$ cat config.mk
export PLATFORM = sky130hd
export DESIGN_NAME = esc_temp
export DESIGN_NICKNAME = d
export VERILOG_FILES = /design/src/design/assert_macros.svh /design/src/design/esc_pkg.sv /design/src/design/esc_temp.sv
export SDC_FILE = /design/constraint.sdc
export NUM_CORES = 2
export LEC_CHECK = 0
export BUFFER_PORTS_ARGS = -buffer_cell sky130_fd_sc_hd__clkbuf_2
export CORE_MARGIN = 1.5
export CORE_UTILIZATION = 45
export DETAILED_ROUTE_END_ITERATION = 8
export GPL_TIMING_DRIVEN = 0
export PLACE_DENSITY = 0.61
export SYNTH_ARGS = -nofsm -noshare
export SYNTH_HDL_FRONTEND = slang
export SYNTH_SLANG_ARGS = --single-unit
$ cat constraint.sdc
create_clock -name clk -period 24.2 [get_ports clk]
set_clock_uncertainty 0.2 [all_clocks]
set_input_delay 3.63 -clock clk [delete_from_list [all_inputs] [get_ports clk]]
set_output_delay 3.63 -clock clk [all_outputs]
set_load 0.01 [all_outputs]
$ cat src/design/assert_macros.svh
// Assertion wrappers, compiled out for synthesis.
`ifndef ASSERT_MACROS_SVH
`define ASSERT_MACROS_SVH
`ifndef SYNTHESIS
`define ESC_ASSERT(lbl, prop) \
  lbl: assert property (@(posedge clk) disable iff (!rst_n) prop) else $error("assertion failed");
`define ESC_ASSERT_RST(lbl, prop) \
  lbl: assert property (@(posedge clk) prop) else $error("reset assertion failed");
`else
`define ESC_ASSERT(lbl, prop)
`define ESC_ASSERT_RST(lbl, prop)
`endif
`endif

$ cat src/design/esc_pkg.sv
`timescale 1ns / 1ps
package esc_pkg;

  localparam int DIV_W     = 64;
  localparam int DIV_STEPS = 64;
  localparam int FRONT_LAT = 5;
  localparam int PRS_LAT   = 80;
  localparam int HUM_LAT   = 11;
  localparam int PIPE_LAT  = FRONT_LAT + PRS_LAT;

  localparam logic [63:0] PRS_TF_OFS = 64'd128000;
  localparam logic [63:0] PRS_P_OFS  = 64'd1048576;
  localparam logic [63:0] PRS_NUM_K  = 64'd3125;
  localparam logic [63:0] PRS_AX_OFS = 64'h0000_8000_0000_0000;
  localparam logic [31:0] HUM_TF_OFS = 32'd76800;
  localparam logic [31:0] HUM_MAX_Q  = 32'd419430400;
  localparam logic [31:0] HUM_Y_OFS  = 32'd2097152;
  localparam logic [31:0] HUM_X_RND  = 32'd16384;
  localparam logic [31:0] HUM_Y2_OFS = 32'd32768;
  localparam logic [31:0] HUM_Y_RND  = 32'd8192;
  localparam logic [31:0] TMP_RND    = 32'd128;
  localparam logic [16:0] HUM_MAX    = 17'd102400;

  typedef enum logic [2:0] {
    CFG_TEMP     = 3'd0,
    CFG_PRESS_LO = 3'd1,
    CFG_PRESS_HI = 3'd2,
    CFG_MIXED    = 3'd3,
    CFG_HUM      = 3'd4
  } cfg_idx_t;

  typedef struct packed {
    logic [15:0] t1;
    logic [15:0] t2;
    logic [15:0] t3;
    logic [15:0] p1;
    logic [15:0] p2;
    logic [15:0] p3;
    logic [15:0] p4;
    logic [15:0] p5;
    logic [15:0] p6;
    logic [15:0] p7;
    logic [15:0] p8;
    logic [15:0] p9;
    logic [7:0]  h1;
    logic [15:0] h2;
    logic [7:0]  h3;
    logic [15:0] h4;
    logic [15:0] h5;
    logic [7:0]  h6;
  } cal_t;

  function automatic logic [31:0] sx16_32(input logic [15:0] x);
    return {{16{x[15]}}, x};
  endfunction

  function automatic logic [31:0] sx8_32(input logic [7:0] x);
    return {{24{x[7]}}, x};
  endfunction

  function automatic logic [63:0] sx16_64(input logic [15:0] x);
    return {{48{x[15]}}, x};
  endfunction

  function automatic logic [31:0] asr32(input logic [31:0] x, input int unsigned n);
    return 32'($signed(x) >>> n);
  endfunction

  function automatic logic [63:0] asr64(input logic [63:0] x, input int unsigned n);
    return 64'($signed(x) >>> n);
  endfunction

endpackage

$ cat src/design/esc_temp.sv
`timescale 1ns / 1ps
module esc_temp (
  input  logic          clk,
  input  logic          en,
  input  esc_pkg::cal_t cal,
  input  logic [15:0]   temp_adc,
  input  logic [15:0]   press_adc,
  input  logic [15:0]   hum_adc,
  output logic [23:0]   tc_o,
  output logic [63:0]   a_o,
  output logic [31:0]   v_o,
  output logic [19:0]   adcp_o,
  output logic [15:0]   adch_o
);
  import esc_pkg::*;

  logic [31:0] adc_t;
  logic [31:0] t1x;
  logic [31:0] d1_r, d2_r, m1_r, m2_r, va_r, m3_r, tf_r;
  logic [19:0] adcp1_r, adcp2_r, adcp3_r, adcp4_r, adcp5_r;
  logic [15:0] adch1_r, adch2_r, adch3_r, adch4_r, adch5_r;
  logic [31:0] tc_nxt;
  logic [23:0] tc_r;
  logic [63:0] a_r;
  logic [31:0] v_r;

  assign adc_t  = {12'd0, temp_adc, 4'd0};
  assign t1x    = {16'd0, cal.t1};
  assign tc_nxt = asr32((tf_r << 2) + tf_r + TMP_RND, 8);

  always_ff @(posedge clk) begin
    if (en) begin
      d1_r    <= (adc_t >> 3) - (t1x << 1);
      d2_r    <= (adc_t >> 4) - t1x;
      adcp1_r <= {press_adc, 4'd0};
      adch1_r <= hum_adc;
      m1_r    <= d1_r * sx16_32(cal.t2);
      m2_r    <= d2_r * d2_r;
      adcp2_r <= adcp1_r;
      adch2_r <= adch1_r;
      va_r    <= asr32(m1_r, 11);
      m3_r    <= asr32(m2_r, 12) * sx16_32(cal.t3);
      adcp3_r <= adcp2_r;
      adch3_r <= adch2_r;
      tf_r    <= va_r + asr32(m3_r, 14);
      adcp4_r <= adcp3_r;
      adch4_r <= adch3_r;
      tc_r    <= tc_nxt[23:0];
      a_r     <= {{32{tf_r[31]}}, tf_r} - PRS_TF_OFS;
      v_r     <= tf_r - HUM_TF_OFS;
      adcp5_r <= adcp4_r;
      adch5_r <= adch4_r;
    end
  end

  assign tc_o   = tc_r;
  assign a_o    = a_r;
  assign v_o    = v_r;
  assign adcp_o = adcp5_r;
  assign adch_o = adch5_r;
endmodule

# == Word level (Yosys, flattened, before mapping) ==
# Index checks and enable logic that the tools add are counted.
# word_totals
register_bits,483
input_bits,314
out_inout_bits,156
# op_classes
addsub,7
n_mul,3
# op_table
cell,n
adder 32 x 8 -> 32 bit (second input constant),1
multiplier 20 x 16 -> 32 bit,1
multiplier 32 x 16 -> 32 bit,1
multiplier 32 x 32 -> 32 bit,1
subtractor 32 x 17 -> 32 bit (second input constant),1
adder 24 x 22 -> 25 bit,1
subtractor 22 x 18 -> 23 bit (second input constant),1
adder 21 x 18 -> 22 bit,1
subtractor 17 x 17 -> 18 bit,1
subtractor 16 x 16 -> 17 bit,1

# == Depth between registers and ports, before layout ==
# logic_depth
ltp_word,2
depth_mapped,28
depth_no_buf,27

# == Least setup slack after synthesis ==
# Ideal clock, no wire load.
# synth_path
path_kind,input to register
from,input cal[217] (netlist bit)
to,"register m3_r[31], data pin"
t_arrival_ns,9.659
t_required_ns,23.740
slack_ns,14.081
path_stages,23
cell_sequence,clkbuf_1 > clkbuf_1 > nand2_1 > fa_1 > inv_1 > fa_1 > inv_1 > fa_1 > fa_1 > inv_1 > fa_1 > inv_1 > fa_1 > inv_1 > ha_1 > a2111oi_0 > a31o_2 > o21ai_1 > a21bo_2 > a221o_1 > a211oi_1 > o21bai_1 > xnor2_1
# synth_between
elab_chain_len,1
# synth_rtl
item,line,rtl
"start, declared",esc_temp.sv:5,"input esc_pkg::cal_t cal,"
multiplier 20 x 16 -> 32 bit,esc_temp.sv:42,"m3_r <= asr32(m2_r, 12) * sx16_32(cal.t3);"
"end signal, assigned",esc_temp.sv:42,
"end, declared",esc_temp.sv:19,"logic [31:0] d1_r, d2_r, m1_r, m2_r, va_r, m3_r, tf_r;"
# No other way between the ends.
# A chain may end at the register's enable or synchronous reset.

# == Worst setup path in the final report ==
# Ends and elaborated chain as after synthesis.

==> flow_summary.ini <==
[synthesis]
async_flop_share = 0
syn_inst = 4212
yosys-top-cells-count = inv_1 (1,001), fa_1 (848), nand2_1 (439)
synth-seq-cells = 347
synth_ff_type = edfxtp_1
synth_simple_gate_area_frac = 0.1091
avgSynthCellArea_um2 = 10.70
yosys-top-cells-area = fa_1 (38%), edfxtp_1 (23%), ha_1 (9.9%), inv_1 (8.3%), and2_1 (4.3%)
synth_top_area_cell = fa_1
synth.most_common_cell = inv_1
yosysSeqAreaShare = 0.2312
synth_top_family_by_area = adder cells
synth_top_cell_area_share = 0.3767
synth-edff-count = 347
synthAdderAreaFrac = 0.4755
synth_xor_area_frac = 0.04156
syn_area_um2 = 45070
synth_compound_area_frac = 0.03645
yosysWarnings = 0
ys_types = 69
muxShareOfSynthArea = 0.001444

[detailed_routing]
antenna_left = 0
drtPass1Iterations = 5
vias = 28640
wl_met3_mm = 5.816
via_per_inst = 4.924
highest_layer = met4
drt-initial-drc-count = 1645
dr_wl_met2_mm = 48.57
drc = 0
routedLengthMet1_mm = 44.19
wl_per_cell_um = 17.57
drt_wl_total_mm = 102.2

[floorplanning]
rows = 115
core-area_um2 = 98850
io_pins = 470
die-area_um2 = 102100
start_util = 0.4559
die_w_um = 319.5
dieHeight_um = 319.5

[global_route]
antenna_found_initial = 5
grt_start_max_net_pins = 110
grt_pass1_vias = 30200
gr-total-overflow = 0
grt_usage = 0.2076
grt_pass1_wl_mm = 164.3

[timing]
worst_pin_slew_ps = 1214
maxSlewViolCount = 0
setup_violations = 0
rsz0062_at_grt = no
max_freq_mhz = 89.19
hold_viol_final = 0
period_share = 0.4633
max_slew_margin = 0.1909
finalSetupTns_ps = 0
period_needed_ps = 11210

[setup_path]
arrival_ps = 11310
cp.required_ps = 24300
critical_path.startpoint = cal[217]
critPathSlowestCell = a2111oi_0
endpoint_kind = flip-flop
cp_max_fo = 10
worstSetupPathType = in2reg
critPathBufInv = 8
r2r-start = d2_r[30]
max_stage_delay_ps = 750
cp_common_cell = fa_1
startpoint_type = input pin
crit_chain = clkbuf_2, clkbuf_1, clkbuf_1, nand2_1, fa_1, inv_1, fa_1, inv_1, fa_1, fa_1, inv_1, fa_1, inv_1, fa_1, inv_1, ha_1, a2111oi_0, a31o_2, o21ai_1, a21bo_2, a221o_1, a211oi_1, o21bai_1, xnor2_1
cpLargestDelayFamily = adder cells

[layout]
nNetsFinal = 6011
drive_above_1_share = 0.08619
area_growth_pct = 9.522
n_fill_cell = 9055

[hold_path]
worst_hold_path_type = reg2reg
hold_start = adch2_r[0]

[clock_tree]
hold_buffers = 0
cts_made_buffers = 41
insertion_delay_ps = 590
postCtsSetupRepairBufs = 0
cts_tree = yes
ctsResizeCount = 0
clock_sinks = 347
clock_tree.buffer_depth = 3
cts_root_buffer = clkbuf_16
path_clk_slew_ps = 60
htree_levels = 2

[run]
cap_viol_max_count = 0

[place]
dpl.hpwl_mm = 86.29
gp_congestion = 0.8768
io_buffers = 232

[status]
run_status = completed
-- kinds of logic after synthesis --
| kind of cell | Yosys count |
|---|---|
| AO/OA/AOI/OAI | 241 |
| XOR/XNOR | 213 |
| adder cells (fa/ha/maj) | 1204 |
| buffers and inverters | 1200 |
| flip-flops | 347 |
| multiplexers | 4 |
| other | 1 |
| AND/OR/NAND/NOR | 1002 |
-- state kept, by name (all words and copies together), names as in the netlist --
| signal | cells |
|---|---|
| adch1_r | 16 |
| adcp1_r | 16 |
| v_o | 21 |
| adch2_r | 16 |
| a_o | 23 |
| adcp3_r | 16 |
| adcp4_r | 16 |
| m1_r | 21 |
| m3_r | 18 |
| tc_o | 24 |
| adch4_r | 16 |
| d2_r | 17 |
| va_r | 21 |
| adcp2_r | 16 |
| adch3_r | 16 |
| tf_r | 22 |
| adcp_o | 16 |
| m2_r | 20 |
| adch_o | 16 |
-- metrics by stage --
step / std cells / hold WS (ps) / utilization / cell area [µm²] / worst slack, ps
2_1_floorplan: 4215 / 200.3 / - / 45080 / 14080
3_3_place_gp: 5734 / 200.3 / 0.4841 / 47850 / 12430
3_5_place_dp: 5737 / 204.5 / 0.4850 / 47940 / 12370
4_1_cts: 5812 / 188.8 / 0.4992 / 49350 / 12960
5_1_grt: 5816 / 197.7 / 0.4993 / 49360 / 12490
6_report: 5816 / 195.9 / 0.4993 / 49360 / 12990
-- placed cells by master (no fill, tap or decap), types with 64 or more instances in the layout --
cell type	n
and2_1	312
clkbuf_1	137
clkbuf_2	231
edfxtp_1	347
fa_1	848
ha_1	356
inv_1	1001
nand2_1	439
nor2_1	93
xnor2_1	148
xor2_1	64
-- worst paths after layout --
| kind | end | cells past startpoint | slack (ps) |
|---|---|---|---|
| worst min register to register | adch3_r[0] | 0 | 200 |
| worst min-delay path | adch3_r[0] | 0 | 200 |
| worst max-delay path | m3_r[31] | 24 | 12990 |
| worst max register to register | m2_r[31] | 24 | 14580 |
-- final cells by class --
type | count | area (µm²) | area share
Clock buffer | 44 | 1037 | 0.02101
Buffer | 195 | 943.4 | 0.01911
Multi-Input combinational cell | 2668 | 29950 | 0.6067
Timing Repair Buffer | 235 | 1252 | 0.02537
Clock inverter | 31 | 370.4 | 0.007503
Sequential cell | 347 | 10420 | 0.2111
Inverter | 1005 | 3772 | 0.07642
Antenna cell | 4 | 10.01 | 0.0002028
Tap cell | 1287 | 1610 | 0.03262
-- routing by layer --
metal / up-vias / GRT usage
li1: 13280 / -
met1: 14440 / 0.2850
met2: 754 / 0.3391
met3: 168 / 0.02888
met4: 0 / 0.07058
met5: - / 0
Power is left out: the tool's default activity adds up to more than one toggle a clock period on the data nets, which glitch-free logic cannot reach.
